--- src/sv/sgm_pkg.sv ---
`timescale 1ns / 1ps
// Shared types and constants for the Sobel gradient magnitude block.
// Used by every module of the block; depends on nothing.
package sgm_pkg;

    localparam int MAX_WIDTH   = 2048;
    localparam int MAX_HEIGHT  = 2048;
    localparam int COL_W       = $clog2(MAX_WIDTH);
    localparam int ROW_W       = $clog2(MAX_HEIGHT);
    localparam int SIZE_W      = 12;
    localparam int PIX_W       = 8;
    localparam int POS_W       = 11;
    localparam int CFG_IDX_W   = 4;
    localparam int ABS_W       = 10;
    localparam int SUM_W       = 2 * ABS_W + 1;
    localparam int ROOT_W      = 16;
    localparam int SQRT_STEPS  = ROOT_W / 2;
    localparam int STEP_W      = $clog2(SQRT_STEPS);
    localparam int FIFO_DEPTH  = 4;
    localparam int FIFO_AW     = $clog2(FIFO_DEPTH);
    localparam int MIN_SIZE    = 3;
    localparam int MAG_MAX     = 255;

    localparam logic [SIZE_W-1:0] WIDTH_RESET  = SIZE_W'(640);
    localparam logic [SIZE_W-1:0] HEIGHT_RESET = SIZE_W'(480);

    localparam logic [CFG_IDX_W-1:0] REG_FRAME_WIDTH  = CFG_IDX_W'(0);
    localparam logic [CFG_IDX_W-1:0] REG_FRAME_HEIGHT = CFG_IDX_W'(1);

    typedef struct packed {
        logic [PIX_W-1:0] pix;
        logic [COL_W-1:0] col;
        logic             interior;
        logic [POS_W-1:0] out_col;
        logic [POS_W-1:0] out_row;
        logic             last;
    } pix_item_t;

    typedef struct packed {
        logic [ABS_W-1:0] ax;
        logic [ABS_W-1:0] ay;
        logic [POS_W-1:0] out_col;
        logic [POS_W-1:0] out_row;
        logic             last;
    } grad_item_t;

endpackage

--- src/sv/sgm_isqrt.sv ---
`timescale 1ns / 1ps
// Iterative integer square root of gx^2 + gy^2, two radicand bits per step.
// Clamps to 255 and holds the result register; uses sgm_pkg.
module sgm_isqrt (
    input  logic                         aclk,
    input  logic                         aresetn,
    input  logic                         g_valid,
    input  sgm_pkg::grad_item_t          g_item,
    output logic                         g_ready,
    output logic                         m_valid,
    input  logic                         m_ready,
    output logic [sgm_pkg::PIX_W-1:0]    m_gradient_mag,
    output logic [sgm_pkg::POS_W-1:0]    m_out_col,
    output logic [sgm_pkg::POS_W-1:0]    m_out_row,
    output logic                         m_frame_last
);
    import sgm_pkg::*;

    typedef enum logic [1:0] {
        S_IDLE,
        S_SQUARE,
        S_RUN,
        S_DONE
    } sqrt_state_t;

    sqrt_state_t       state_reg;
    grad_item_t        item_reg;
    logic [ROOT_W-1:0] rem_reg, root_reg, bit_reg;
    logic              big_reg;
    logic [STEP_W-1:0] step_reg;
    logic              m_valid_reg;
    logic [PIX_W-1:0]  mag_reg;

    logic [SUM_W-1:0]  sum;
    logic [ROOT_W-1:0] test, rem_new, root_new;

    assign g_ready        = (state_reg == S_IDLE);
    assign m_valid        = m_valid_reg;
    assign m_gradient_mag = mag_reg;
    assign m_out_col      = item_reg.out_col;
    assign m_out_row      = item_reg.out_row;
    assign m_frame_last   = item_reg.last;

    always_comb begin
        sum  = SUM_W'(item_reg.ax) * SUM_W'(item_reg.ax)
             + SUM_W'(item_reg.ay) * SUM_W'(item_reg.ay);
        test = root_reg + bit_reg;
        if (rem_reg >= test) begin
            rem_new  = rem_reg - test;
            root_new = (root_reg >> 1) + bit_reg;
        end else begin
            rem_new  = rem_reg;
            root_new = root_reg >> 1;
        end
    end

    always_ff @(posedge aclk) begin
        if (!aresetn) begin
            state_reg   <= S_IDLE;
            m_valid_reg <= 1'b0;
        end else begin
            unique case (state_reg)
                S_IDLE: begin
                    if (g_valid) begin
                        item_reg  <= g_item;
                        state_reg <= S_SQUARE;
                    end
                end
                S_SQUARE: begin
                    rem_reg   <= sum[ROOT_W-1:0];
                    big_reg   <= |sum[SUM_W-1:ROOT_W];
                    root_reg  <= '0;
                    bit_reg   <= ROOT_W'(1) << (ROOT_W - 2);
                    step_reg  <= '0;
                    state_reg <= S_RUN;
                end
                S_RUN: begin
                    rem_reg  <= rem_new;
                    root_reg <= root_new;
                    bit_reg  <= bit_reg >> 2;
                    step_reg <= step_reg + STEP_W'(1);
                    if (step_reg == STEP_W'(SQRT_STEPS - 1)) begin
                        mag_reg     <= big_reg ? PIX_W'(MAG_MAX) : root_new[PIX_W-1:0];
                        m_valid_reg <= 1'b1;
                        state_reg   <= S_DONE;
                    end
                end
                S_DONE: begin
                    if (m_ready) begin
                        m_valid_reg <= 1'b0;
                        state_reg   <= S_IDLE;
                    end
                end
                default: state_reg <= S_IDLE;
            endcase
        end
    end

    a_root_fits: assert property (@(posedge aclk) disable iff (!aresetn)
        (state_reg == S_DONE) |-> root_reg[ROOT_W-1:PIX_W] == '0)
        else $error("square root exceeds eight bits");

    a_valid_in_done: assert property (@(posedge aclk) disable iff (!aresetn)
        m_valid_reg == (state_reg == S_DONE))
        else $error("result valid out of step with state");

endmodule

--- config.mk ---
export PLATFORM = sky130hd
export DESIGN_NAME = sgm_isqrt
export DESIGN_NICKNAME = d
export VERILOG_FILES = /design/src/sv/sgm_pkg.sv /design/src/sv/sgm_isqrt.sv
export SDC_FILE = /design/constraint.sdc
export NUM_CORES = 1
export LEC_CHECK = 0
export ABC_AREA = 0
export BUFFER_PORTS_ARGS = -buffer_cell sky130_fd_sc_hd__clkbuf_2
export CAP_MARGIN = 20
export CORE_UTILIZATION = 50
export DETAILED_ROUTE_END_ITERATION = 8
export PLACE_DENSITY = 0.67
export SLEW_MARGIN = 10
export SYNTH_ARGS = -nofsm -noshare
export SYNTH_HDL_FRONTEND = slang
export SYNTH_SLANG_ARGS = --single-unit
--- constraint.sdc ---
create_clock -name aclk -period 5.7 [get_ports aclk]
set_input_delay 0.57 -clock aclk [delete_from_list [all_inputs] [get_ports aclk]]
set_output_delay 0.57 -clock aclk [all_outputs]
set_load 0.05 [all_outputs]
Word level (Yosys, flattened, before mapping)
Cells that the tools add are included.

Logic and storage cells: 53. Bits in latches: 0. Register bits: 106. Bits in writable memories: 0. Memories kept: 0. Output and inout port bits: 33. Bits of input ports: 47. Bits in read-only memories: 0.

Muxes and demuxes: 13. Bitwise gates (word level): 0. Div/mod/pow operators: 0. Equal/unequal tests: 8. Reduce and logical (&&, ||, !) cells: 11. Shifts and indexed selects: 0. $add $sub $neg: 5. Magnitude comparators: 1. Multipliers: 2.

Operators with widths (count): case mux 16 bit (2 select lines) (3); multiplier 10 x 10 -> 20 bit (2); 2-to-1 mux 16 bit (2); adder 20 x 20 -> 21 bit (1); adder 15 x 16 -> 16 bit (1); adder 16 bit (1); >= comparator 16 bit (1); subtractor 16 bit (1); AND reduction 3 bit (5); != test 2 bit, second input constant (4); case mux 2 bit (4 select lines) (1); 2-to-1 mux 2 bit (3); case mux 3 bit (2 select lines) (1); OR reduction 5 bit (1); == test 2 bit, second input constant (2); AND reduction 2 bit (2); nonzero test 2 bit (2); adder 3 x 1 -> 3 bit, second input constant (1); == test 3 bit, second input constant (1); == test 2 x 1 -> 1 bit, second input constant (1); logical NOT 2 bit (1); 2-to-1 mux 1 bit (2); case mux 1 bit (2 select lines) (1).

Logic depth before layout (Yosys ltp)
Word-level depth: 4. Depth in mapped cells: 23.

Worst setup path before layout
Ideal clock, no wire load.

Path kind: register -> register. Start point: register item_reg[35] (netlist bit). End point: register rem_reg[15] (data pin). Data required time: 5.444 ns. Library setup time: 0.256 ns. Arrival time: 5.785 ns. Stages on the path, launching flop included: 21. Path slack: -0.340 ns. Clock period less this slack: 6.040 ns. Buffers on the path: 1. Cells stage by stage: edfxtp_1 -> clkbuf_1 -> and2_1 -> fa_1 -> inv_1 -> fa_1 -> inv_1 -> fa_1 -> fa_1 -> fa_1 -> fa_1 -> inv_1 -> fa_1 -> inv_1 -> ha_1 -> a21oi_1 -> o21ai_0 -> a221o_1 -> a21oi_1 -> xnor2_1 -> o211a_1.

Word-level cells in the longest chain between the ends: 3.

RTL lines: from (decl) (line sgm_isqrt.sv:27) `grad_item_t item_reg;`; from (signal assigned) (line sgm_isqrt.sv:65) `item_reg <= g_item;`; multiplier 10 x 10 -> 20 bit (line sgm_isqrt.sv:45) `sum = SUM_W'(item_reg.ax) * SUM_W'(item_reg.ax)`; adder 20 x 20 -> 21 bit (line sgm_isqrt.sv:46) `+ SUM_W'(item_reg.ay) * SUM_W'(item_reg.ay);`; case mux 16 bit (2 select lines) (line sgm_isqrt.sv:62) `unique case (state_reg)`; to (signal assigned) (line sgm_isqrt.sv:70) `rem_reg <= sum[ROOT_W-1:0];`; to (signal assigned) (line sgm_isqrt.sv:78) `rem_reg <= rem_new;`; to (decl) (line sgm_isqrt.sv:28) `logic [ROOT_W-1:0] rem_reg, root_reg, bit_reg;`.

Every way passes these cells. A chain may end at the register's enable or synchronous reset.

Final worst setup path
Start point: register item_reg[35] (netlist bit). End point: register rem_reg[13] (data pin).

Same word-level chain as after synthesis.

==> impl_metrics.csv <==
group,metric,value,unit
sta,period_needed,6124,ps
grt,grt_pass1_vias,8457,
cells_and_area,seq_area,2913,um2
sta,relSlewSlack,0.4086,
synthesis,yosysTopAreaCell,"edfxtp_1",
synthesis,synth_mux_area_frac,0.01005,
floorplanning,start_util,0.5117,
setup_path,r2r_start,"item_reg[35]",
setup_path,cp-startpoint,"item_reg[35]",
detailed_routing,drc,0,
synthesis,yosysMostFrequentCell,"inv_1",
setup_path,crit_end,"rem_reg[13]",
setup_path,slowest_stage,"fa_1",
setup_path,reg2reg_depth,20,
synthesis,synth_nets,1417,
synthesis,yosys.area_share.adder,0.3760,
clock_network,clockRootBuffer,"clkbuf_16",
synthesis,syn_area,11200,um2
cells_and_area,largest_reg_flops,20,
synthesis,synth_edf_count,95,
sta,timing.final.ws_setup,-423.7,ps
setup_path,critical_path.top_delay_family,"adder cells",
outcome,status,"complete, but fails checks",
sta,setup_viol,8,
cells_and_area,layout-drive-gt1-share,0.2072,
synthesis,synth_area_leaders,"edfxtp_1, fa_1, ha_1",
setup_path,arrival,6250,ps
cells_and_area,antenna-diode-count,0,
sta,worst_pin_slew,886.2,ps
floorplanning,rows,54,
setup_path,crit_top_cell,"fa_1",
sta,clock.fmax,0.1633,GHz
setup_path,path_class,"reg2reg",
clock_network,cts_buffers,9,
setup_path,r2r_slack,-420,ps
detailed_routing,routed_wl,23020,um
synthesis,yosysTopAreaCellShare,0.2547,
cells_and_area,multi_input_area,7466,um2
sta,rsz0062_at_grt,"true",
setup_path,crit_chain,"buf_6, nand2_4, fa_1, inv_2, fa_1, inv_1, fa_1, inv_1, fa_1, fa_1, fa_1, fa_1, ha_2, or3_1, a311o_1, a31oi_1, buf_4, xor2_1, nor2_1, a31o_2",
setup_path,worst-path-stages,20,
detailed_routing,vias,8089,
floorplanning,die_h,151.7,um
synthesis,yosys_warnings,0,
synthesis,ys_seq_elements,98,
synthesis,synth_area_per_cell,10.07,um2
synthesis,synthSimpleGateAreaFrac,0.1157,
synthesis,synth_xor_area_frac,0.04457,
synthesis,yosysUniqueCellTypes,61,
grt,antenna_found_initial,0,
sta,finalHoldViolations,0,
synthesis,async_flop_share,0,
grt,grt_first_pass_wirelength,39710,um
floorplanning,coreArea,21890,um2
clock_network,htreeDepth,3,
clock_network,clk_transition_reported_paths,90,ps
place,portBuffers,79,
clock_network,cts.sinks,98,
synthesis,synth_top_family_by_area,"adder cells",
sta,slew_viol_final,0,
floorplanning,die_x,151.7,um
setup_path,crit_path_max_fanout,6,
clock_network,clk_latency,370,ps
clock_network,cts_buffer_depth,2,
sta,min_period_over_period,1.074,
synthesis,synth_cells,1112,
grt,grt_max_degree,44,
cells_and_area,fillers,1873,
worst_hold_path,min-delay-path-class,"in2reg",
run,drv_cap,0,
place,dp_hpwl,18480,um
setup_path,r2r_end,"rem_reg[13]",
outcome,violations,"setup timing",
grt,grt_usage,0.2219,
setup_path,endpoint_kind,"register",
setup_path,critPathMaxStageDelay,530,ps
detailed_routing,firstDrtPassIters,5,
cells_and_area,nets,1574,
sta,clock_skew,21.49,ps
synthesis,synth_flop_cell,"edfxtp_1",
clock_network,ctsHoldBuffers,0,
synthesis,synth_commonest_cells,"inv_1, fa_1, ha_1",
floorplanning,ioPinCount,80,
detailed_routing,ant_nets,0,
setup_path,cp_num_buf_inv,5,
detailed_routing,via_per_inst,5.205,
grt,grt-ovfl-total,0,
place,gp_congestion,0.8549,
floorplanning,die_area,23000,um2
detailed_routing,wire_per_inst,14.81,um
synthesis,synth_compound_gate_area_share,0.1031,
sta,fin_worst_hold_slack,365.9,ps
setup_path,cp-start-kind,"register",
setup_path,required,5820,ps
detailed_routing,first_iter_violations,375,
clock_network,cts_tree,"built",
synthesis,ys_seq_area_frac,0.2601,
cells_and_area,area_growth,16.55,%
-- per-layer routing --
layer	track usage	share of wire
met4	0.06040	0.018
met2	0.3759	0.48
met5	0	0
met3	0.03623	0.047
met1	0.2940	0.45
-- layout make-up --
class | count | area share
clock buffers | 9 | 0.01725
clock inverters | 7 | 0.005750
inverters | 202 | 0.05808
multi-input cells | 768 | 0.5719
flip-flops and latches | 98 | 0.2231
well taps | 280 | 0.02684
repair buffers | 190 | 0.09709
-- metrics by stage --
step / util / setup slack [ps] / instances / area [um2] / TNS [ps]
finish: 0.5964 / -423.7 / 1554 / 13060 / -1842
global route: 0.5964 / -614.0 / 1554 / 13060 / -3762
CTS: 0.5846 / -379.1 / 1541 / 12800 / -1913
detailed placement: 0.5691 / -371.8 / 1523 / 12460 / -1820
global placement: 0.5691 / -319.6 / 1523 / 12460 / -1389
floorplan: - / -124.9 / 1112 / 11290 / -367.3
-- cells by family (layout without fill, tap and decap cells) --
logic type	Yosys count	after routing
DFF	98	98
AOI/OAI and AO/OA	173	173
adders and majority gates	258	258
and+or+nand+nor	269	269
buffers and inverters	246	408
muxes	11	11
xor gates and xnor gates	57	57
-- repair_timing --
| item | 4_1_cts | 5_1_grt |
|---|---|---|
| gates cloned | 0 | 0 |
| setup endpoints to repair | 10 | 10 |
| buffers inserted | 2 | 13 |
| pin swaps | 2 | 18 |
| resized for setup | 4 | 47 |
-- layout by cell type (no fill, tap or decap), drive strengths merged, types with 4 or more instances in the layout --
cell and count:
nor3 8, o21bai 4, edfxtp 95, clkbuf 88
nor2b 14, or3 5, a211o 4, o31ai 5
nand4 8, nand3 6, fa 131, a31oi 13
and3 9, xor2 32, a21o 22, o21ai 32
o21a 8, a211oi 12, mux2i 9, nor2 65
nand2b 10, buf 111, xnor2 25, nand2 85
a21oi 45, and2 56, ha 127, inv 207
-- worst min-delay path by stage --
| stage | startpoint | endpoint | slack (ps) | cells after the start |
|---|---|---|---|---|
| after floorplan | state_reg[0] | state_reg[0] | 500 | 2 |
| after global placement | m_valid | m_valid | 470 | 2 |
| after detailed placement | m_valid | m_valid | 470 | 2 |
| after CTS | g_item[28] | item_reg[28] | 350 | 1 |
| after global routing | g_item[15] | m_out_col[3] | 360 | 1 |
| final | g_item[28] | item_reg[28] | 370 | 1 |
Power is left out: the tool's default activity adds up to more than one toggle a clock period on the data nets, which glitch-free logic cannot reach.
