==> config.mk <==
export PLATFORM = sky130hd
export DESIGN_NAME = sgm_fifo
export DESIGN_NICKNAME = d
export VERILOG_FILES = /design/src/sv/sgm_pkg.sv /design/src/sv/sgm_fifo.sv
export SDC_FILE = /design/constraint.sdc
export NUM_CORES = 1
export LEC_CHECK = 0
export BUFFER_PORTS_ARGS = -buffer_cell sky130_fd_sc_hd__buf_2
export CAP_MARGIN = 20
export CORE_MARGIN = 3
export CORE_UTILIZATION = 61
export CTS_BUF_LIST = sky130_fd_sc_hd__clkbuf_2 sky130_fd_sc_hd__clkbuf_4 sky130_fd_sc_hd__clkbuf_8
export CTS_CLUSTER_SIZE = 16
export DETAILED_ROUTE_END_ITERATION = 12
export GPL_TIMING_DRIVEN = 0
export PLACE_DENSITY = 0.91
export SYNTH_ARGS = -nofsm -noshare
export SYNTH_HDL_FRONTEND = slang
export SYNTH_SLANG_ARGS = --single-unit
==> constraint.sdc <==
create_clock -name aclk -period 3.9 [get_ports aclk]
set_input_delay 0.39 -clock aclk [delete_from_list [all_inputs] [get_ports aclk]]
set_output_delay 0.39 -clock aclk [all_outputs]
set_load 0.05 [all_outputs]
==> src/sv/sgm_pkg.sv <==
`timescale 1ns / 1ps
// Shared types and constants for the Sobel gradient magnitude block.
// Used by every module of the block; depends on nothing.
package sgm_pkg;

    localparam int MAX_WIDTH   = 2048;
    localparam int MAX_HEIGHT  = 2048;
    localparam int COL_W       = $clog2(MAX_WIDTH);
    localparam int ROW_W       = $clog2(MAX_HEIGHT);
    localparam int SIZE_W      = 12;
    localparam int PIX_W       = 8;
    localparam int POS_W       = 11;
    localparam int CFG_IDX_W   = 4;
    localparam int ABS_W       = 10;
    localparam int SUM_W       = 2 * ABS_W + 1;
    localparam int ROOT_W      = 16;
    localparam int SQRT_STEPS  = ROOT_W / 2;
    localparam int STEP_W      = $clog2(SQRT_STEPS);
    localparam int FIFO_DEPTH  = 4;
    localparam int FIFO_AW     = $clog2(FIFO_DEPTH);
    localparam int MIN_SIZE    = 3;
    localparam int MAG_MAX     = 255;

    localparam logic [SIZE_W-1:0] WIDTH_RESET  = SIZE_W'(640);
    localparam logic [SIZE_W-1:0] HEIGHT_RESET = SIZE_W'(480);

    localparam logic [CFG_IDX_W-1:0] REG_FRAME_WIDTH  = CFG_IDX_W'(0);
    localparam logic [CFG_IDX_W-1:0] REG_FRAME_HEIGHT = CFG_IDX_W'(1);

    typedef struct packed {
        logic [PIX_W-1:0] pix;
        logic [COL_W-1:0] col;
        logic             interior;
        logic [POS_W-1:0] out_col;
        logic [POS_W-1:0] out_row;
        logic             last;
    } pix_item_t;

    typedef struct packed {
        logic [ABS_W-1:0] ax;
        logic [ABS_W-1:0] ay;
        logic [POS_W-1:0] out_col;
        logic [POS_W-1:0] out_row;
        logic             last;
    } grad_item_t;

endpackage

==> src/sv/sgm_fifo.sv <==
`timescale 1ns / 1ps
// Short register queue of tagged pixels between the front and back ends.
// Uses pix_item_t and the queue depth from sgm_pkg.
module sgm_fifo (
    input  logic               aclk,
    input  logic               aresetn,
    input  logic               push,
    input  sgm_pkg::pix_item_t push_item,
    output logic               push_ready,
    input  logic               pop,
    output sgm_pkg::pix_item_t pop_item,
    output logic               pop_valid
);
    import sgm_pkg::*;

    pix_item_t          slot_reg [FIFO_DEPTH];
    logic [FIFO_AW-1:0] wr_ptr_reg, rd_ptr_reg;
    logic [FIFO_AW:0]   count_reg;

    assign push_ready = (count_reg != (FIFO_AW+1)'(FIFO_DEPTH));
    assign pop_valid  = (count_reg != '0);
    assign pop_item   = slot_reg[rd_ptr_reg];

    always_ff @(posedge aclk) begin
        if (push) begin
            slot_reg[wr_ptr_reg] <= push_item;
        end
    end

    always_ff @(posedge aclk) begin
        if (!aresetn) begin
            wr_ptr_reg <= '0;
            rd_ptr_reg <= '0;
            count_reg  <= '0;
        end else begin
            if (push) begin
                wr_ptr_reg <= wr_ptr_reg + FIFO_AW'(1);
            end
            if (pop) begin
                rd_ptr_reg <= rd_ptr_reg + FIFO_AW'(1);
            end
            if (push && !pop) begin
                count_reg <= count_reg + (FIFO_AW+1)'(1);
            end else if (pop && !push) begin
                count_reg <= count_reg - (FIFO_AW+1)'(1);
            end
        end
    end

    a_count_bound: assert property (@(posedge aclk) disable iff (!aresetn)
        count_reg <= (FIFO_AW+1)'(FIFO_DEPTH))
        else $error("queue count exceeds depth");

    a_push_counts: assert property (@(posedge aclk) disable iff (!aresetn)
        (push && !pop) |=> count_reg == $past(count_reg) + (FIFO_AW+1)'(1))
        else $error("queue count missed a push");

    a_no_pop_empty: assert property (@(posedge aclk) disable iff (!aresetn)
        pop |-> pop_valid)
        else $error("pop from empty queue");

endmodule

==> Word-level counts from Yosys, hierarchy flattened <==
Memories as Yosys holds them, arrays and structs flattened. A register that Yosys moved wholly into a read port is not among the register bits.
Cells that the tools add are included.
{ "totals": {"ram_bits": 172, "reg_bits": 7, "memories": 1, "wordCells": 21, "out_inout_bits": 45} }
{ "op_classes": {"n_addsub": 4, "n_eq_ne": 1, "n_mux": 6, "reduce_logical": 6} }
{ "memory_table": {"columns": ["memory", "depth", "width", "rd", "rd_ports_with_merged_regs", "write_ports", "line_no", "text"], "rows": [
  ["slot_reg", 4, 43, 1, 1, 1, "sgm_fifo.sv:16", "pix_item_t slot_reg [FIFO_DEPTH];"]
]} }
{ "ops": {"columns": ["cell", "n"], "rows": [
  ["2-to-1 mux 3 bit", 2],
  ["adder 2 x 1 -> 2 bit, second input constant", 2],
  ["2-to-1 mux 2 bit", 2],
  ["adder 3 x 1 -> 3 bit, second input constant", 1],
  ["!= test 3 bit, second input constant", 1],
  ["nonzero test 3 bit", 1],
  ["subtractor 3 x 1 -> 3 bit, second input constant", 1],
  ["logical AND 1 bit", 2],
  ["logical NOT 1 bit", 2],
  ["2-to-1 mux 1 bit", 2],
  ["nonzero test 2 bit", 1]
]} }

==> Logic depth before layout (Yosys ltp) <==
Gate-level depths: netlist of run 1.
{ "depth": {"ltp_word": 4, "ltp_mapped": 7, "depth_no_buf": 7} }

==> Least setup slack after synthesis of run 1 <==
No wires, ideal clock.
{ "synth_timing": {"path_type": "reg2reg", "from": "register wr_ptr_reg[0]", "to": "memory slot_reg[2][0] in the netlist's numbering, enable pin", "setup_slack_ps": 1919, "synth_period_minus_slack_ps": 1981, "stages_incl_launch_ff": 4, "setup_ps": 405, "t_required_ps": 3495, "arrival_time_ps": 1576, "path_cell_list": "dfxtp_1 -> inv_1 -> ha_1 -> and2_1"} }
{ "synth_rtl": {"columns": ["item", "line_no", "text"], "rows": [
  ["from (decl)", "sgm_fifo.sv:17", "logic [FIFO_AW-1:0] wr_ptr_reg, rd_ptr_reg;"],
  ["from (signal assigned)", "sgm_fifo.sv:37", "wr_ptr_reg <= wr_ptr_reg + FIFO_AW'(1);"],
  ["to (decl)", "sgm_fifo.sv:16", null]
]} }
No word-level cell before the write port.

==> results of run 1 <==
[cell families after synthesis]
family                     after synthesis
adders and majority gates                6
xor gates and xnor gates                 5
DFF                                    181
muxes                                   45
AOI/OAI and AO/OA                        2
buffers and inverters                   14
and+or+nand+nor                         16
[report_power, final]
part           internal [W]  leakage (nW)  switching [W]  total (W)
clock              0.000643         0.192       0.000585    0.00123
combinational      0.000217         0.834       0.000447   0.000664
sequential          0.00223          1.65      0.0000296    0.00226
total               0.00309          2.68        0.00106    0.00415
[area by class of cell]
| cell class | count | area (um^2) |
|---|---|---|
| clock buffers | 20 | 256 |
| well taps | 136 | 170 |
| flip-flops and latches | 181 | 5350 |
| clock inverters | 10 | 134 |
| repair buffers | 95 | 536 |
| multi-input cells | 74 | 1240 |
| inverters | 4 | 15.0 |
| fillers | 581 | 2700 |
| plain buffers | 10 | 115 |
[placed cells by master, fill, tap and decap left out]
master,Yosys,layout
edfxtp_1,172,172
buf_2,4,95
mux4_2,40,40
clkbuf_8,0,17
dfxtp_1,9,9
buf_12,4,8
and2_1,9,5
ha_1,5,5
inv_1,4,4
and2_2,0,4
mux4_1,3,3
xor2_1,3,3
clkbuf_4,0,3
bufinv_16,0,3
clkinv_1,0,3
nand2_1,2,2
or3_1,2,2
xnor2_1,2,2
mux2i_1,2,2
nor2b_1,2,2
clkinv_4,0,2
clkinvlp_4,0,2
buf_6,1,1
clkbuf_1,1,1
nor2_1,1,1
o21ai_0,1,1
a21boi_0,1,1
fa_1,1,1
[metal layers]
| layer | vias up | global-route usage, % |
|---|---|---|
| li1 | 1347 | - |
| met1 | 1581 | 26.4 |
| met2 | 104 | 32.5 |
| met3 | 11 | 4.86 |
| met4 | 0 | 7.47 |
| met5 | - | 0 |
[final timing paths]
check	start	endpoint	slack [ns]	cells past startpoint
worst min register to register	count_reg[2]	count_reg[2]	0.53	2
worst max-delay path	flop	pop_item[11]	1.55	4
worst min-delay path	push_item[9]	slot_reg[2][9]	0.16	1
worst max register to register	wr_ptr_reg[0]	slot_reg[1][8]	2.20	3
[per-stage QoR]
step / setup WS [ns] / instances
3_3_place_gp: 1.15 / 496
4_1_cts: 1.49 / 530
5_1_grt: 1.43 / 530
6_report: 1.55 / 530
3_5_place_dp: 1.91 / 500
2_1_floorplan: 1.92 / 269
==> impl_metrics.ini, run 1 <==
[detailed_routing]
drt_iter0_drc = 186
dr.pass1.iters = 4
vias_per_cell = 5.74
wl_met1_um = 4650
routedWlPerCell_um = 21.6
drc = 0
wl_um = 11400
route.met3.wl_um = 595
via_count = 3043
wl_met2_um = 6050
top_layer_used = met4
ant_nets = 0

[setup_path]
cp_common_cell = buf_2
crit_buf_inv = 3
slowest_stage = buf_2
crit_path_start_kind = flop
crit_chain = clkbuf_1 -> buf_2 -> mux4_2 -> buf_2
critPathTopFamily = buffers and inverters
path_max_fanout = 10
worstPathRequired_ns = 3.51
max_stage_delay_ns = 0.35
cp.arrival_ns = 1.96
endpoint_kind = output pin
worst-setup-path-type = flop to output pin

[power]
cellLeakagePower_nw = 2.68
p_total_w = 0.00415
p_per_area_mw_per_mm2 = 531
ir_drop_uv = 253

[die]
rows = 37
design.core.area_mm2 = 0.0105
initial_core_util_pct = 63.8
die_x_um = 111
dieArea_mm2 = 0.0123
die-height_um = 111
num_io_pins = 92

[logic_synthesis]
synth_nets = 322
yosysTopAreaCellShare_pct = 77.0
yosysWarnings = 0
synth-compound-area-share_pct = 0.187
synth_seq_cells = 181
synth_ff_type = edfxtp_1
synth_top_cell_by_area = edfxtp_1
synth-async-reset-ratio_pct = 0
synth_top_family_by_area = multiplexers
synth_most_common_cell = edfxtp_1
yosys.area_share.simple_pct = 1.38
synthTopCellsByCount = edfxtp_1, mux4_2, and2_1, dfxtp_1, ha_1
synth_fa_ha_area_share_pct = 1.23
syn_area_per_cell_um2 = 24.9
yosys.area_share.xor_xnor_pct = 0.653
synthTopCellsByArea = edfxtp_1, mux4_2, dfxtp_1
muxShareOfSynthArea_pct = 14.9
ys_seq_area_share_pct = 79.7
syn_area_mm2 = 0.00671
synth_edf_count = 172
yosysUniqueCellTypes = 21
synthCells = 269

[finish]
fin_util_pct = 74.3
synthToLayoutAreaGrowth_pct = 16.4
fin_nets = 436
largest_reg_flops = 172
final_cell_area_mm2 = 0.00781
diodes = 0
drive_gt1_share_pct = 44.4

[grt]
grt_pass1_vias = 3133
grt_use_total_pct = 19.9
grt_pass1_wl_um = 18000
grt_antenna_before_repair = 0
grt_overflow = 0
grt_max_degree = 30

[clock_tree]
clk_latency_ns = 0.43
cts_setup_buffers = 0
cts.sinks = 181
cts_resized = 0
cts.clk_slew.worst_paths_ns = 0.08
cts_tree = done
ctsHtreeMaxLevel = 4
numCtsBuffers = 17
cts-root-buf = clkbuf_8
cts-hold-fix-buffers = 0
cts_buffer_depth = 2

[timing]
hold_slack_ns = 0.164
worst_pin_slew_ns = 0.538
fin_crit_ns = 2.35
max_freq_mhz = 426
setup_viol = 0
maxSlewViolCount = 0
fin_skew_ns = 0.00754
relSlewSlack_pct = 64.1
tns_ns = 0
fin_crit_sh_pct = 60.1
finalHoldViolCount = 0
rsz0062_at_grt = false

[place]
hpwlAfterDp_um = 7600
place.gp.congestion = 0.671
placed_area_mm2 = 0.00742
portBuffers = 91

[status]
status = finished, final reports clean

[run]
timing.max_cap.violations = 0

[min_path]
hold_path.class = input port to flop
No activity file was read; power rests on OpenSTA's default activity.
==> run 2: changes to the inputs <==
- CORE_UTILIZATION: 61 -> 53
- PLACE_DENSITY: 0.91 -> 0.84
- clock period: 3.9 -> 2 ns (I/O delays scaled with it)
==> run 2 against run 1 <==
Against the previous run: the flow now finishes with violations (setup timing); critical path type unchanged; largest cell class unchanged; utilization down 2.5 points; clock power up 130%; via count up 5.0%; non-clock buffer count up 48; clock-buffer cell count up 3; die area up 14%; sequential cell count unchanged; combinational power up 150%; routed wire length up 6.6%; global-route usage down 1.3 points; hold slack worse by 0.12 ns.
==> impl_metrics.ini, run 2 (synthesis results as in run 1) <==
[finish]
final_cell_area_mm2 = 0.00877
most-common-layout-cells = edfxtp_1, buf_2, dlygate4sd3_1
final_common_cell = edfxtp_1
largest_reg_flops = 172
diodes = 0
fillerInstances = 769
fin_nets = 484
drive_gt1_share_pct = 42.3
synthToLayoutAreaGrowth_pct = 30.8

[setup_path]
worst-setup-path-type = flop to output pin
r2r_end = slot_reg[1][36]
max_stage_delay_ns = 0.51
slowest_stage = mux4_2
worst_setup_path_endpoint = pop_item[28]
path_max_fanout = 6
cp.arrival_ns = 1.82
rr_startpoint = wr_ptr_reg[1]
crit_path_start_kind = flop
r2r_slack_ns = 0.33
worstPathRequired_ns = 1.80
r2r_cells = 4
endpoint_kind = output pin
crit_chain = buf_12 -> clkbuf_16 -> mux4_2 -> buf_6

[run]
timing.max_cap.violations = 0

[status]
status = finished, violations left
failed_checks = setup timing

[power]
p_per_area_mw_per_mm2 = 1010
p_total_w = 0.00883
power_frac_clock_pct = 31.7
p_seq_share_pct = 49.9
sw_frac_of_total_pct = 24.8
cellLeakagePower_nw = 3.05
ir_drop_uv = 686
switchingPower_w = 0.00219
p_int_w = 0.00664
power_frac_comb_pct = 18.4

[die]
die-height_um = 118
design.core.area_mm2 = 0.0122
rows = 40
dieArea_mm2 = 0.0140
die_x_um = 118
initial_core_util_pct = 54.9
num_io_pins = 92

[timing]
setup_viol = 18
maxSlewViolCount = 0
fin_crit_sh_pct = 101
rsz0062_at_grt = true
worst_pin_slew_ns = 0.519
tns_ns = -0.187
relSlewSlack_pct = 65.4
fin_crit_ns = 2.02
finalHoldViolCount = 0
hold_slack_ns = 0.0462
setup_ws_ns = -0.0177
fin_skew_ns = 0.00714
max_freq_mhz = 496

[clock_tree]
cts_buffer_depth = 2
cts.clk_slew.worst_paths_ns = 0.09
clk_latency_ns = 0.45
cts.sinks = 181
cts-root-buf = clkbuf_8
ctsHtreeMaxLevel = 4
cts_tree = done
numCtsBuffers = 17

[grt]
grt_pass1_vias = 3523
grt_max_degree = 31
grt_use_total_pct = 18.6
grt_overflow = 0
grt_antenna_before_repair = 0
grt_pass1_wl_um = 19400

[min_path]
hold_path.class = input port to flop

[detailed_routing]
routedWlPerCell_um = 19.9
drt_iter0_drc = 183
dr.pass1.iters = 4
vias_per_cell = 5.22
drc = 0
via_count = 3195
wl_um = 12200
ant_nets = 0

[place]
hpwlAfterDp_um = 6990
place.gp.congestion = 0.700
portBuffers = 91
placed_area_mm2 = 0.00746
run 2: what timing repair did:
item                                    in CTS  in global routing
gates resized for setup                     92                  7
endpoints found under the setup margin      41                 42
setup buffers                                1                  0
hold buffers                                43                  0
cloned                                       1                  4
hold endpoints to repair                   172                  0
run 2: layer usage:
layer  track usage (%)  wire length (um)
met3              4.74               503
met2              31.4              6410
met5                 0                 0
met1              23.5              5070
met4              7.10               202
run 2: worst max-delay path, delay by kind of cell, from the launching register on:
kind | cells | cell delay [ns]
buffers and inverters | 3 | 0.48
DFF | 1 | 0.38
muxes | 1 | 0.51
run 2: metrics by stage:
step | std cells | utilization, % | worst slack, ns
finish | 612 | 71.8 | -0.0177
CTS | 608 | 70.9 | -0.0600
global route | 612 | 71.8 | -0.0971
floorplan | 269 | - | 0.0192
global placement | 528 | 60.4 | -0.744
detailed placement | 532 | 61.1 | 0.253
run 2: area by class of cell:
cell class,count,area [um^2],area share [%]
tap,168,210,2.40
inverter,4,15.0,0.171
multi-input combinational,74,1230,14.0
buffer,9,130,1.48
sequential,181,5350,61.0
clock buffer,23,292,3.32
timing repair buffer,144,1380,15.7
clock inverter,9,174,1.98
run 2: power groups by stage:
stage	logic [W]	clock network (W)	registers, W
6_report	0.00163	0.00280	0.00440
5_1_grt	0.00171	0.00303	0.00442
4_1_cts	0.00159	0.00284	0.00440
3_5_place_dp	0.00131	0	0.00448
2_1_floorplan	0.000979	0	0.00447
3_3_place_gp	0.00127	0	0.00448
run 2: worst min-delay path by stage:
| stage | startpoint | endpoint | depth (start not counted) |
|---|---|---|---|
| after floorplan | push_item[0] | slot_reg[0][0] | 0 |
| after global placement | push_item[30] | slot_reg[3][30] | 1 |
| after detailed placement | push_item[3] | slot_reg[0][3] | 1 |
| after CTS | aresetn | wr_ptr_reg[0] | 2 |
| after global routing | aresetn | count_reg[2] | 2 |
| final | aresetn | rd_ptr_reg[0] | 2 |
