### src/sv/sgm_pkg.sv
`timescale 1ns / 1ps
// Shared types and constants for the Sobel gradient magnitude block.
// Used by every module of the block; depends on nothing.
package sgm_pkg;

    localparam int MAX_WIDTH   = 2048;
    localparam int MAX_HEIGHT  = 2048;
    localparam int COL_W       = $clog2(MAX_WIDTH);
    localparam int ROW_W       = $clog2(MAX_HEIGHT);
    localparam int SIZE_W      = 12;
    localparam int PIX_W       = 8;
    localparam int POS_W       = 11;
    localparam int CFG_IDX_W   = 4;
    localparam int ABS_W       = 10;
    localparam int SUM_W       = 2 * ABS_W + 1;
    localparam int ROOT_W      = 16;
    localparam int SQRT_STEPS  = ROOT_W / 2;
    localparam int STEP_W      = $clog2(SQRT_STEPS);
    localparam int FIFO_DEPTH  = 4;
    localparam int FIFO_AW     = $clog2(FIFO_DEPTH);
    localparam int MIN_SIZE    = 3;
    localparam int MAG_MAX     = 255;

    localparam logic [SIZE_W-1:0] WIDTH_RESET  = SIZE_W'(640);
    localparam logic [SIZE_W-1:0] HEIGHT_RESET = SIZE_W'(480);

    localparam logic [CFG_IDX_W-1:0] REG_FRAME_WIDTH  = CFG_IDX_W'(0);
    localparam logic [CFG_IDX_W-1:0] REG_FRAME_HEIGHT = CFG_IDX_W'(1);

    typedef struct packed {
        logic [PIX_W-1:0] pix;
        logic [COL_W-1:0] col;
        logic             interior;
        logic [POS_W-1:0] out_col;
        logic [POS_W-1:0] out_row;
        logic             last;
    } pix_item_t;

    typedef struct packed {
        logic [ABS_W-1:0] ax;
        logic [ABS_W-1:0] ay;
        logic [POS_W-1:0] out_col;
        logic [POS_W-1:0] out_row;
        logic             last;
    } grad_item_t;

endpackage

### src/sv/sgm_front.sv
`timescale 1ns / 1ps
// Front end: configuration registers and raster position tracking.
// Tags each accepted pixel with its position and border class; uses sgm_pkg.
module sgm_front (
    input  logic                           aclk,
    input  logic                           aresetn,
    input  logic                           cfg_valid,
    output logic                           cfg_ready,
    input  logic [sgm_pkg::CFG_IDX_W-1:0]  cfg_index,
    input  logic [sgm_pkg::SIZE_W-1:0]     cfg_data,
    input  logic                           s_valid,
    output logic                           s_ready,
    input  logic [sgm_pkg::PIX_W-1:0]      s_pixel_luma,
    input  logic                           s_frame_start,
    output logic                           push,
    output sgm_pkg::pix_item_t             push_item,
    input  logic                           push_ready
);
    import sgm_pkg::*;

    logic [SIZE_W-1:0] width_reg, height_reg;
    logic [COL_W-1:0]  col_reg, col_next;
    logic [ROW_W-1:0]  row_reg, row_next;
    logic [SIZE_W-1:0] w_lim, h_lim;
    logic [COL_W-1:0]  c_cur;
    logic [ROW_W-1:0]  r_cur;
    logic [SIZE_W-1:0] c_ext, r_ext, c_inc, r_inc;

    assign cfg_ready = 1'b1;
    assign s_ready   = push_ready;
    assign push      = s_valid && push_ready;

    always_comb begin
        if (width_reg < SIZE_W'(MIN_SIZE)) begin
            w_lim = SIZE_W'(MIN_SIZE);
        end else if (width_reg > SIZE_W'(MAX_WIDTH)) begin
            w_lim = SIZE_W'(MAX_WIDTH);
        end else begin
            w_lim = width_reg;
        end
        if (height_reg < SIZE_W'(MIN_SIZE)) begin
            h_lim = SIZE_W'(MIN_SIZE);
        end else if (height_reg > SIZE_W'(MAX_HEIGHT)) begin
            h_lim = SIZE_W'(MAX_HEIGHT);
        end else begin
            h_lim = height_reg;
        end
    end

    always_comb begin
        c_ext = s_frame_start ? '0 : SIZE_W'(col_reg);
        r_ext = s_frame_start ? '0 : SIZE_W'(row_reg);
        if (c_ext >= w_lim) begin
            c_ext = '0;
            r_ext = r_ext + SIZE_W'(1);
        end
        if (r_ext >= h_lim) begin
            r_ext = '0;
        end
        c_cur = c_ext[COL_W-1:0];
        r_cur = r_ext[ROW_W-1:0];

        c_inc = c_ext + SIZE_W'(1);
        r_inc = r_ext + SIZE_W'(1);
        if (c_inc >= w_lim) begin
            col_next = '0;
            row_next = (r_inc >= h_lim) ? '0 : r_inc[ROW_W-1:0];
        end else begin
            col_next = c_inc[COL_W-1:0];
            row_next = r_cur;
        end

        push_item.pix      = s_pixel_luma;
        push_item.col      = c_cur;
        push_item.interior = (r_ext >= SIZE_W'(2)) && (c_ext >= SIZE_W'(2));
        push_item.out_col  = POS_W'(c_ext - SIZE_W'(1));
        push_item.out_row  = POS_W'(r_ext - SIZE_W'(1));
        push_item.last     = (r_ext == h_lim - SIZE_W'(1)) && (c_ext == w_lim - SIZE_W'(1));
    end

    always_ff @(posedge aclk) begin
        if (!aresetn) begin
            width_reg  <= WIDTH_RESET;
            height_reg <= HEIGHT_RESET;
            col_reg    <= '0;
            row_reg    <= '0;
        end else begin
            if (cfg_valid && cfg_ready) begin
                if (cfg_index == REG_FRAME_WIDTH) begin
                    width_reg <= cfg_data;
                end else if (cfg_index == REG_FRAME_HEIGHT) begin
                    height_reg <= cfg_data;
                end
            end
            if (push) begin
                col_reg <= col_next;
                row_reg <= row_next;
            end
        end
    end

endmodule

### config.mk
export PLATFORM = sky130hd
export DESIGN_NAME = sgm_front
export DESIGN_NICKNAME = d
export VERILOG_FILES = /design/src/sv/sgm_pkg.sv /design/src/sv/sgm_front.sv
export SDC_FILE = /design/constraint.sdc
export NUM_CORES = 1
export LEC_CHECK = 0
export BUFFER_PORTS_ARGS = -buffer_cell sky130_fd_sc_hd__buf_4
export CELL_PAD_IN_SITES_DETAIL_PLACEMENT = 0
export CELL_PAD_IN_SITES_GLOBAL_PLACEMENT = 2
export CORE_UTILIZATION = 37
export CTS_CLUSTER_SIZE = 10
export DETAILED_ROUTE_END_ITERATION = 6
export PLACE_DENSITY_LB_ADDON = 0.1
export SLEW_MARGIN = 30
export SYNTH_ARGS = -nofsm -noshare
export SYNTH_HDL_FRONTEND = slang
export SYNTH_SLANG_ARGS = --single-unit
export TNS_END_PERCENT = 10
### constraint.sdc
create_clock -name aclk -period 17.8 [get_ports aclk]
set_input_delay 1.78 -clock aclk [delete_from_list [all_inputs] [get_ports aclk]]
set_output_delay 1.78 -clock aclk [all_outputs]
set_load 0.05 [all_outputs]
======== Word-level counts from Yosys, hierarchy flattened ========
Index checks and enable logic that the tools add are counted.
cells by class
  reductions and logical operators ........ 6
  magnitude comparators ................... 10
  bitwise gates (word level) .............. 1
  equality and inequality tests ........... 3
  multiplexer cells ....................... 12
  add/subtract/negate cells ............... 7
operators by type and width
  cell                                                          count
  2-to-1 mux 12 bit                                             6
  2-to-1 mux 11 bit                                             6
  >= comparator 12 bit                                          3
  adder 12 x 1 -> 12 bit (second input constant)                2
  == test 12 bit                                                2
  >= comparator 12 x 2 -> 1 bit (second input constant)         2
  greater-than comparator 12 bit (second input constant)        2
  less-than comparator 12 x 2 -> 1 bit (second input constant)  2
  subtractor 12 x 1 -> 12 bit (second input constant)           2
  subtractor 11 x 1 -> 11 bit (second input constant)           2
  adder 11 x 1 -> 12 bit (second input constant)                1
  >= comparator 11 x 12 -> 1 bit                                1
  == test 4 x 1 -> 1 bit (second input constant)                1
  zero test 4 bit                                               1
  logical AND 1 bit                                             3
  AND reduction 3 bit                                           1
  AND reduction 2 bit                                           1
  NOT 1 bit                                                     1
storage, ports and cells
  logic and storage cells ................. 43
  output and inout port bits .............. 46
  register bits ........................... 46

======== Longest topological paths before layout ========
Gate-level depths: netlist (run 1).
  depth in word-level cells ............... 11
  mapped depth ............................ 33
  mapped depth without buffers ............ 31

======== Least setup slack after synthesis (run 1) ========
Ideal clock, no wire load.
  path kind ............................... input port to output port
  from .................................... input s_frame_start
  to ...................................... output push_item[0] (netlist bit)
  required time ........................... 16.020 ns
  slack ................................... 8.676 ns
  buffers on the path ..................... 3
  arrival time ............................ 7.344 ns
  stages .................................. 23
  cell sequence ........................... buf_1 > nand2b_1 > inv_1 > ha_1 > a211oi_2 > nor3_1 > or3_1 > buf_6 > o2111ai_4 > xor2_1 > ha_1 > a21oi_1 > o21ai_0 > a221oi_4 > buf_4 > nand2_1 > or2_2 > inv_1 > ha_1 > nand3_1 > nor4_1 > nand4_1 > a2111oi_2
RTL lines
  element          RTL line         RTL
  start, declared  sgm_front.sv:14  input logic s_frame_start,
  end, declared    sgm_front.sv:16  output sgm_pkg::pix_item_t push_item,

==> results of run 1 <==
[power by group through the flow]
stage	registers (mW)	clock network (mW)	logic, mW
6_report	0.107	0.0915	0.0665
5_1_grt	0.107	0.0977	0.0717
4_1_cts	0.107	0.0943	0.0667
3_5_place_dp	0.109	0	0.0666
3_3_place_gp	0.109	0	0.0663
2_1_floorplan	0.108	0	0.0507
[routing by layer]
layer / part of all wire (%) / wire (um)
met5: 0 / 0
met4: 1.3 / 243
met3: 4.9 / 912
met2: 44 / 8090
met1: 50 / 9290
[path summary, 6_finish.rpt]
| kind | to | cells after the start |
|---|---|---|
| max | push_item[0] | 23 |
| min | col_reg[6] | 1 |
| max reg2reg | row_reg[9] | 30 |
| min reg2reg | col_reg[6] | 1 |
[critical path, delay by kind of cell]
family          cells  cell delay [ns]
simple gates       11             2.56
compound gates      4             1.55
fa+ha+maj           3             0.84
buf+inv             4             0.82
xor+xnor            1             0.12
[final cells by class]
class,instances,area (um^2),area share [%]
inverter,27,101,1.65
timing repair buffer,64,480,7.84
tap,184,230,3.76
multi-input combinational,604,4260,69.5
clock inverter,1,7.51,0.123
sequential,46,921,15.0
clock buffer,6,129,2.10
[Yosys cell counts, drive strengths merged (7+ instances only)]
cell    count  area (um^2)
xor2       32          280
a21oi      28          155
a211oi      7         67.6
nand2b     22          138
nor3       34          208
clkbuf     25         93.8
ha         56          701
xnor2      30          263
nand4       8         50.1
or3         8         50.1
nor4       14          113
buf        19          139
nand2      70          263
and3        9         56.3
dfxtp      46          921
nand3      28          163
nor2       77          289
a22oi      13         97.6
mux2i      37          378
inv        27          101
nor2b      13         81.3
o21ai      48          251
[cells by family (layout without fill, tap and decap cells)]
kind of cell / after synthesis / after routing / share of synthesized area [%]
other: 1 / 1 / 0.0681
adder cells (fa/ha/maj): 56 / 56 / 12.7
XOR/XNOR: 62 / 62 / 9.86
multiplexers: 38 / 38 / 7.07
AO/OA/AOI/OAI: 141 / 141 / 18.2
buffers and inverters: 71 / 98 / 6.07
flip-flops: 46 / 46 / 16.7
AND/OR/NAND/NOR: 306 / 306 / 29.3
[cells in the final DEF, fill, tap and decap left out, types with 4 or more instances in the layout]
cell / count
sky130_fd_sc_hd__clkbuf_16: 5
sky130_fd_sc_hd__a22oi_1: 13
sky130_fd_sc_hd__ha_1: 56
sky130_fd_sc_hd__a32o_1: 4
sky130_fd_sc_hd__nand3_1: 25
sky130_fd_sc_hd__nor4_1: 9
sky130_fd_sc_hd__and3_1: 9
sky130_fd_sc_hd__xor2_1: 32
sky130_fd_sc_hd__nand3b_1: 6
sky130_fd_sc_hd__a21oi_1: 26
sky130_fd_sc_hd__a31oi_1: 4
sky130_fd_sc_hd__o31ai_1: 4
sky130_fd_sc_hd__o21ai_0: 44
sky130_fd_sc_hd__a21o_1: 4
sky130_fd_sc_hd__o2bb2ai_1: 5
sky130_fd_sc_hd__xnor2_1: 30
sky130_fd_sc_hd__nand2b_1: 22
sky130_fd_sc_hd__a211oi_1: 4
sky130_fd_sc_hd__inv_1: 26
sky130_fd_sc_hd__nor4_2: 5
sky130_fd_sc_hd__buf_4: 63
sky130_fd_sc_hd__dfxtp_1: 46
sky130_fd_sc_hd__mux2i_1: 35
sky130_fd_sc_hd__or3_1: 8
sky130_fd_sc_hd__nor3_1: 29
sky130_fd_sc_hd__nor2_1: 77
sky130_fd_sc_hd__nand4_1: 8
sky130_fd_sc_hd__nand2_1: 70
sky130_fd_sc_hd__nor2b_1: 13
[stage by stage]
step | hold slack (ns) | worst slack, ns | utilization (%) | instances
finish | 0.505 | 8.31 | 42.1 | 932
CTS | 0.507 | 8.35 | 42.1 | 931
detailed placement | 0.492 | 8.36 | 41.2 | 924
floorplan | 0.470 | 8.68 | - | 721
global route | 0.542 | 7.87 | 42.1 | 932
global placement | 0.489 | 8.55 | 41.2 | 924
==> metrics.cfg, run 1 <==
[run_status]
status = finished, final reports clean

[finish]
drive_gt1_share_pct = 14.0
antenna-diode-count = 0
postLayoutCellArea_mm2 = 0.00613
synthToLayoutAreaGrowth_pct = 11.3
final.fill_count = 1552
net_count_final = 834

[drt]
detailroute.via_count = 5349
wire_per_inst_um = 19.9
drt_iter0_markers = 381
detail_route.vias_per_cell = 5.74
remaining_drc_errors = 0
detail_route.wirelength_um = 18500
drtPass1Iterations = 5
antenna_violating_nets_post_route = 0

[power]
combinationalPowerShare_pct = 25.1
power_frac_seq_pct = 40.3
leakage_nw = 2.69
power_switching_mw = 0.0868
clock_power_share_pct = 34.6
p_per_area_mw_per_mm2 = 43.2
internal_power_mw = 0.178
vdd_drop_max_uv = 41.2
fin_total_pwr_mw = 0.265
switch_share_pct = 32.8

[synthesis]
dominantRegCellSynth = sky130_fd_sc_hd__dfxtp_1
synth.cell_area_mm2 = 0.00551
postSynthAreaPerCell_um2 = 7.64
synth_seq_area_share_pct = 16.7
ys.warnings.count = 0
ys_async_sr_fraction_pct = 0
netlist_instances = 721
synth_edf_count = 0
synth_nets = 807
synth.lib_cells_used.distinct = 73
synth_seq_cells = 46

[clocking]
clkTransAtPathRegs_ns = 0.06
clkSinkCount = 46
clockRootBuffer = sky130_fd_sc_hd__clkbuf_16
cts.htree.levels = 2
numCtsBuffers = 5
cts-resized-gates = 0
clockBufferDepth = 2
cts_tree = built
post-cts-setup-buffers = 0
holdBufCountCts = 0
clock_latency_late_sink_ns = 0.30

[hold_path]
min-delay-start = col_reg[6]
hold_path_class = reg2reg

[global_routing]
global_route.overflow_total = 0
grt.met3_usage_pct = 3.16
grt_start_max_net_pins = 33
grt_util_met1_pct = 37.2
global_route.usage.met2_pct = 38.5
global_route.peak_usage_layer = met2
grt_pass1_vias = 4936
grt_pass1_wl_um = 28600
gr-usage-all-layers_pct = 25.1
number_of_antenna_violations_at_the_first_check_in_global_routing = 0

[timing]
max_clock_freq_mhz = 105
worst_pin_slew_ns = 1.01
post-route-period-util_pct = 53.3
setup_tns_ns = 0
setup_viol_count_final = 0
timing.slew.headroom_pct = 32.2
rsz0062_at_grt = false
timing.clock.skew_ns = 0.0106
timing.final.max_slew_violations = 0
report.final.hold_viol_count = 0
final.min_clock_period_ns = 9.49

[critical_path]
reg2reg_slack_ns = 9.65
startpoint = s_frame_start
kind_of_launch_point_of_the_worst_setup_path = input pin
cp_common_cell = sky130_fd_sc_hd__ha_1
critical_path_required_ns = 16.02
crit_path_top_delay_cell = sky130_fd_sc_hd__a221oi_4
worstSetupEndpointType = output port
critical_path_arrival_ns = 7.71
critical_path.cell_chain = buf_4, nand2b_1, inv_1, ha_1, nand4b_4, nor3_2, nand3_2, a211oi_1, xnor2_1, nor2_1, ha_1, a21oi_1, nand2_1, a221oi_4, nand2_1, or2_2, inv_1, ha_1, nand3_1, nor4_1, nand4_1, a2111oi_2, buf_4
max_stage_delay_ns = 0.61
timing.critical_path.fanout_max = 32
reg2reg_from = width_reg[7]
path_class = in2out

[flow_run]
drv_cap = 0

[die]
initial_utilization_pct = 37.9
core_area_mm2 = 0.0145
die_area_mm2 = 0.0154
die_w_um = 124
floorplan.io_pins = 76
placementRows = 44
die_height_um = 124

[placed_design]
dpl-instance-area_mm2 = 0.00598
io_buffers = 58
gp_congestion = 0.909
detailedPlacementHpwl_um = 15100

(Power assumes the default switching activity.)
==> inputs of run 2 (changes only) <==
- CORE_UTILIZATION: 37 -> 31
- clock period: 17.8 -> 8.2 ns (I/O delays scaled with it)
==> metrics.cfg, run 2 (same netlist as run 1, synthesis figures left out) <==
[critical_path]
worstSetupEndpointType = flip-flop
critical_path_arrival_ns = 7.73  ; +0.02 ns
kind_of_launch_point_of_the_worst_setup_path = input pin
critical_path_required_ns = 8.43  ; -7.59 ns
timing.critical_path.fanout_max = 32  ; unchanged
path_class = in2reg

[finish]
mostFrequentLayoutCells = sky130_fd_sc_hd__buf_4 (78), sky130_fd_sc_hd__nor2_1 (77), sky130_fd_sc_hd__nand2_1 (70)
drive_gt1_share_pct = 15.6  ; +1.6 points
synthToLayoutAreaGrowth_pct = 14.1
final_common_cell = sky130_fd_sc_hd__buf_4
net_count_final = 848  ; +1.7%
final.fill_count = 1894  ; +22%
antenna-diode-count = 0  ; unchanged

[drt]
drt_iter0_markers = 258  ; -32%
remaining_drc_errors = 0  ; unchanged
drtPass1Iterations = 5  ; unchanged
detailroute.via_count = 5435  ; +1.6%
wire_per_inst_um = 20.2  ; +1.8%
detail_route.wirelength_um = 20000  ; +7.8%
antenna_violating_nets_post_route = 0  ; unchanged
detail_route.vias_per_cell = 5.51  ; -4.1%

[global_routing]
gr-usage-all-layers_pct = 22.6  ; -2.6 points
grt_start_max_net_pins = 33  ; unchanged
grt_pass1_vias = 5268  ; +6.7%
number_of_antenna_violations_at_the_first_check_in_global_routing = 0  ; unchanged
global_route.overflow_total = 0  ; unchanged
grt_pass1_wl_um = 30900  ; +8.1%

[clocking]
post-cts-setup-buffers = 0  ; unchanged
cts-resized-gates = 0  ; unchanged
clockBufferDepth = 2  ; unchanged
numCtsBuffers = 5  ; unchanged
cts.htree.levels = 2  ; unchanged
clock_latency_late_sink_ns = 0.30  ; about the same
clkTransAtPathRegs_ns = 0.07  ; about the same
clockRootBuffer = sky130_fd_sc_hd__clkbuf_16
clkSinkCount = 46  ; unchanged
cts_tree = built
holdBufCountCts = 0  ; unchanged

[die]
die_height_um = 135  ; +9.1%
die_area_mm2 = 0.0183  ; +19%
floorplan.io_pins = 76  ; unchanged
core_area_mm2 = 0.0173  ; +19%
die_w_um = 135  ; +9.1%
initial_utilization_pct = 31.8  ; -6.1 points
placementRows = 48  ; +9.1%

[timing]
timing.slew.headroom_pct = 32.4  ; +0.28 points
setup_viol_count_final = 0  ; unchanged
timing.clock.skew_ns = 0.00766  ; -0.00294 ns
report.final.hold_viol_count = 0  ; unchanged
setup_tns_ns = 0  ; unchanged
worst_pin_slew_ns = 0.985  ; -0.0287 ns
rsz0062_at_grt = false
timing.final.max_slew_violations = 0  ; unchanged
post-route-period-util_pct = 91.4
postLayoutSetupSlackWorst_ns = 0.703  ; -7.61 ns
final.min_clock_period_ns = 7.50
max_clock_freq_mhz = 133

[flow_run]
drv_cap = 0  ; unchanged

[power]
vdd_drop_max_uv = 66.0  ; +60%
p_per_area_mw_per_mm2 = 93.1  ; +120%
fin_total_pwr_mw = 0.585  ; +120%
leakage_nw = 2.76  ; +2.9%

[placed_design]
detailedPlacementHpwl_um = 16400  ; +8.5%
dp_worst_setup_slack_ns = 0.453  ; -7.91 ns
io_buffers = 58  ; unchanged
gp_congestion = 0.841  ; -7.4%

[hold_path]
hold_path_class = reg2reg

[run_status]
status = finished, final reports clean

[run 2: cell count changes in the layout (fill, tap and decap cells not counted), sizes merged]
cell	before	now
clkinvlp	1	0
clkbuf	7	5
buf	63	78
clkinv	0	2
[run 2: worst max-delay path, cell delays in order]
cell and delay, ns:
sky130_fd_sc_hd__buf_4 0.30, sky130_fd_sc_hd__nand2b_1 0.25, sky130_fd_sc_hd__inv_1 0.12, sky130_fd_sc_hd__ha_1 0.36, sky130_fd_sc_hd__nand4b_4 0.13, sky130_fd_sc_hd__nor3_2 0.28
sky130_fd_sc_hd__and3_1 0.62, sky130_fd_sc_hd__o21ai_4 0.16, sky130_fd_sc_hd__nor3_1 0.46, sky130_fd_sc_hd__ha_1 0.36, sky130_fd_sc_hd__nand4_1 0.13, sky130_fd_sc_hd__inv_1 0.08
sky130_fd_sc_hd__a221oi_4 0.28, sky130_fd_sc_hd__buf_4 0.25, sky130_fd_sc_hd__nand3_1 0.10, sky130_fd_sc_hd__mux2i_1 0.71, sky130_fd_sc_hd__o211a_1 0.33, sky130_fd_sc_hd__and3_1 0.22
sky130_fd_sc_hd__a32o_1 0.22, sky130_fd_sc_hd__ha_1 0.25, sky130_fd_sc_hd__a2111oi_0 0.41, sky130_fd_sc_hd__a21oi_1 0.12, sky130_fd_sc_hd__nand2b_1 0.24, sky130_fd_sc_hd__nor2_1 0.36
sky130_fd_sc_hd__o2bb2ai_1 0.15
[run 2: final timing paths]
kind,from,end,slack [ns],cells after the start
worst min-delay path,col_reg[6],col_reg[6],0.52,1
worst max register to register,width_reg[7],row_reg[3],0.76,26
worst max-delay path,s_frame_start,row_reg[3],0.70,25
worst min register to register,col_reg[6],col_reg[6],0.52,1
[run 2: report_power, final]
part           total (mW)  internal (mW)  switching, mW
sequential          0.232          0.227        0.00497
combinational       0.146         0.0495         0.0967
clock               0.207          0.111         0.0962
[run 2: layer usage]
layer | track usage [%] | wire, um | vias to the layer above
met3 | 2.58 | 791 | 22
li1 | - | - | 2673
met2 | 35.4 | 8900 | 152
met4 | 5.68 | 399 | 0
met1 | 32.5 | 9880 | 2588
met5 | 0 | 0 | -
[run 2: cell type report]
class	count	area (um^2)	share of cell area (%)
flip-flops and latches	46	921	14.7
clock inverters	2	10.0	0.159
repair buffers	78	586	9.32
clock buffers	5	125	1.99
well taps	225	282	4.48
multi-input cells	604	4260	67.8
inverters	27	101	1.61
[run 2: stage by stage]
stage	cell area, um^2	hold WS (ns)	util [%]	std cells
final	6280	0.523	36.3	987
after global routing	6280	0.566	36.3	987
after CTS	6280	0.524	36.3	987
after detailed placement	6150	0.500	35.5	980
after global placement	6150	0.482	35.5	980
after floorplan	5510	0.470	-	721
==> inputs of run 3 (changes only) <==
- CORE_UTILIZATION: 31 -> 32
- CTS_BUF_LIST: unset -> sky130_fd_sc_hd__clkbuf_4
==> metrics.cfg, run 3 (same netlist as run 1, synthesis figures left out) <==
[finish]
seq_area_um2 = 921  ; unchanged
synthToLayoutAreaGrowth_pct = 13.0
antenna-diode-count = 0  ; unchanged
final.fill_count = 1847  ; -2.5%
mostFrequentLayoutCells = sky130_fd_sc_hd__buf_4 (78), sky130_fd_sc_hd__nor2_1 (77), sky130_fd_sc_hd__nand2_1 (70)
net_count_final = 848  ; unchanged
drive_gt1_share_pct = 15.9  ; +0.24 points
final_common_cell = sky130_fd_sc_hd__buf_4
multi_input_area_mm2 = 0.00426  ; unchanged

[run_status]
status = finished, final reports clean

[drt]
drt_iter0_markers = 339  ; +31%
drtPass1Iterations = 5  ; unchanged
detail_route.vias_per_cell = 5.53  ; +0.48%
wire_per_inst_um = 20.2  ; -0.13%
remaining_drc_errors = 0  ; unchanged
detail_route.wirelength_um = 19900  ; -0.53%
detailroute.via_count = 5439  ; +0.074%
antenna_violating_nets_post_route = 0  ; unchanged

[clocking]
clockRootBuffer = sky130_fd_sc_hd__clkbuf_4
clkSinkCount = 46  ; unchanged
cts-resized-gates = 0  ; unchanged
clockBufferDepth = 2  ; unchanged
post-cts-setup-buffers = 0  ; unchanged
clock_latency_late_sink_ns = 0.42  ; +0.12 ns
holdBufCountCts = 0  ; unchanged
clkTransAtPathRegs_ns = 0.16  ; +0.09 ns
cts_tree = built
numCtsBuffers = 5  ; unchanged
cts.htree.levels = 2  ; unchanged

[critical_path]
max_stage_delay_ns = 0.45  ; -0.26 ns
cp_common_cell = sky130_fd_sc_hd__ha_1
reg2reg_from = width_reg[7]
crit_path_top_delay_cell = sky130_fd_sc_hd__a2111o_1
critical_path_required_ns = 8.55  ; +0.12 ns
reg2reg_to = row_reg[7]
critical_path_arrival_ns = 7.95  ; +0.22 ns
worstSetupEndpoint = row_reg[7]
worst-r2r-cell-count = 28  ; +7.7%
timing.critical_path.fanout_max = 9  ; -72%
startpoint = width_reg[7]
path_class = reg2reg
kind_of_launch_point_of_the_worst_setup_path = flip-flop
worstSetupEndpointType = flip-flop
reg2reg_slack_ns = 0.60  ; -0.16 ns

[global_routing]
number_of_antenna_violations_at_the_first_check_in_global_routing = 0  ; unchanged
gr-usage-all-layers_pct = 22.4  ; -0.12 points
grt_pass1_wl_um = 30000  ; -2.9%
grt_pass1_vias = 4979  ; -5.5%
global_route.overflow_total = 0  ; unchanged
grt_start_max_net_pins = 33  ; unchanged

[timing]
timing.slew.headroom_pct = 41.6  ; +9.2 points
max_clock_freq_mhz = 132  ; -1.3%
setup_tns_ns = 0  ; unchanged
final.min_clock_period_ns = 7.60  ; +0.100 ns
timing.final.max_slew_violations = 0  ; unchanged
post-route-period-util_pct = 92.7  ; +1.2 points
worst_pin_slew_ns = 0.851  ; -0.134 ns
setup_viol_count_final = 0  ; unchanged
report.final.hold_viol_count = 0  ; unchanged
timing.clock.skew_ns = 0.0253  ; +0.0176 ns
rsz0062_at_grt = false

[flow_run]
drv_cap = 0  ; unchanged

[die]
die_area_mm2 = 0.0177  ; -3.1%
die_height_um = 133  ; -1.5%
die_w_um = 133  ; -1.5%
placementRows = 47  ; -2.1%
initial_utilization_pct = 33.0  ; +1.1 points
floorplan.io_pins = 76  ; unchanged
core_area_mm2 = 0.0167  ; -3.4%

[placed_design]
io_buffers = 58  ; unchanged
gp_congestion = 0.890  ; +5.7%
detailedPlacementHpwl_um = 15900  ; -3.1%

[power]
combinationalPowerShare_pct = 27.2  ; +2.2 points
leakage_nw = 2.74  ; -0.97%
fin_total_pwr_mw = 0.538  ; -8.0%
power_switching_mw = 0.194  ; -2.0%
clock_power_share_pct = 29.7  ; -5.7 points
vdd_drop_max_uv = 61.9  ; -6.1%
power_frac_seq_pct = 43.1  ; +3.5 points
p_per_area_mw_per_mm2 = 86.4  ; -7.2%
switch_share_pct = 36.0  ; +2.2 points
internal_power_mw = 0.344  ; -11%

[hold_path]
hold_path_class = reg2reg
min-delay-start = col_reg[6]

==> run 3: changes by cell type in the layout (fill, tap and decap cells not counted), sizes merged <==
cell and delta:
clkinvlp +1, bufinv +1, clkbuf +1, clkinv -2
==> run 3: cell type report <==
cell class | count | area share, %
multi-input combinational | 604 | 68.4
sequential | 46 | 14.8
timing repair buffer | 78 | 9.41
tap | 220 | 4.42
inverter | 27 | 1.63
clock buffer | 6 | 0.724
clock inverter | 2 | 0.603
==> run 3: how the worst min path moves through the flow <==
stage | cells past startpoint | slack [ns] | to
2_1_floorplan | 1 | 0.47 | col_reg[6]
3_3_place_gp | 1 | 0.49 | col_reg[6]
3_5_place_dp | 1 | 0.49 | col_reg[6]
4_1_cts | 1 | 0.52 | col_reg[6]
5_1_grt | 1 | 0.54 | col_reg[6]
6_report | 1 | 0.52 | col_reg[6]
==> run 3: metrics by stage <==
| stage | cells | hold WS [ns] | util [%] | worst slack [ns] | instance area (um^2) |
|---|---|---|---|---|---|
| floorplan | 721 | 0.470 | - | 0.996 | 5510 |
| global placement | 975 | 0.490 | 36.8 | 0.631 | 6140 |
| detailed placement | 975 | 0.487 | 36.8 | 0.517 | 6140 |
| CTS | 983 | 0.525 | 37.3 | 0.616 | 6220 |
| global route | 983 | 0.541 | 37.3 | 0.107 | 6220 |
| finish | 983 | 0.521 | 37.3 | 0.602 | 6220 |
==> run 3: metal layers <==
metal / global-route usage, % / share of wire (%) / up-vias / routed length, um
li1: - / - / 2671 / -
met1: 32.2 / 48 / 2598 / 9640
met4: 5.30 / 1.6 / 0 / 318
met5: 0 / 0 / - / 0
met3: 3.08 / 5.1 / 20 / 1010
met2: 35.3 / 45 / 150 / 8910
==> run 3: power groups by stage <==
stage	sequential (mW)	combinational [mW]	clock (mW)
finish	0.232	0.146	0.160
global route	0.233	0.156	0.172
detailed placement	0.236	0.146	0
global placement	0.237	0.147	0
floorplan	0.235	0.110	0
CTS	0.232	0.147	0.166
==> run 3: worst max-delay path: cells and delay by family, from the launching register on <==
kind	cells	cell delay (ns)
AOI/OAI and AO/OA	8	2.14
xor gates and xnor gates	2	0.44
adders and majority gates	4	1.05
buffers and inverters	2	0.22
DFF	1	0.42
and+or+nand+nor	12	3.29
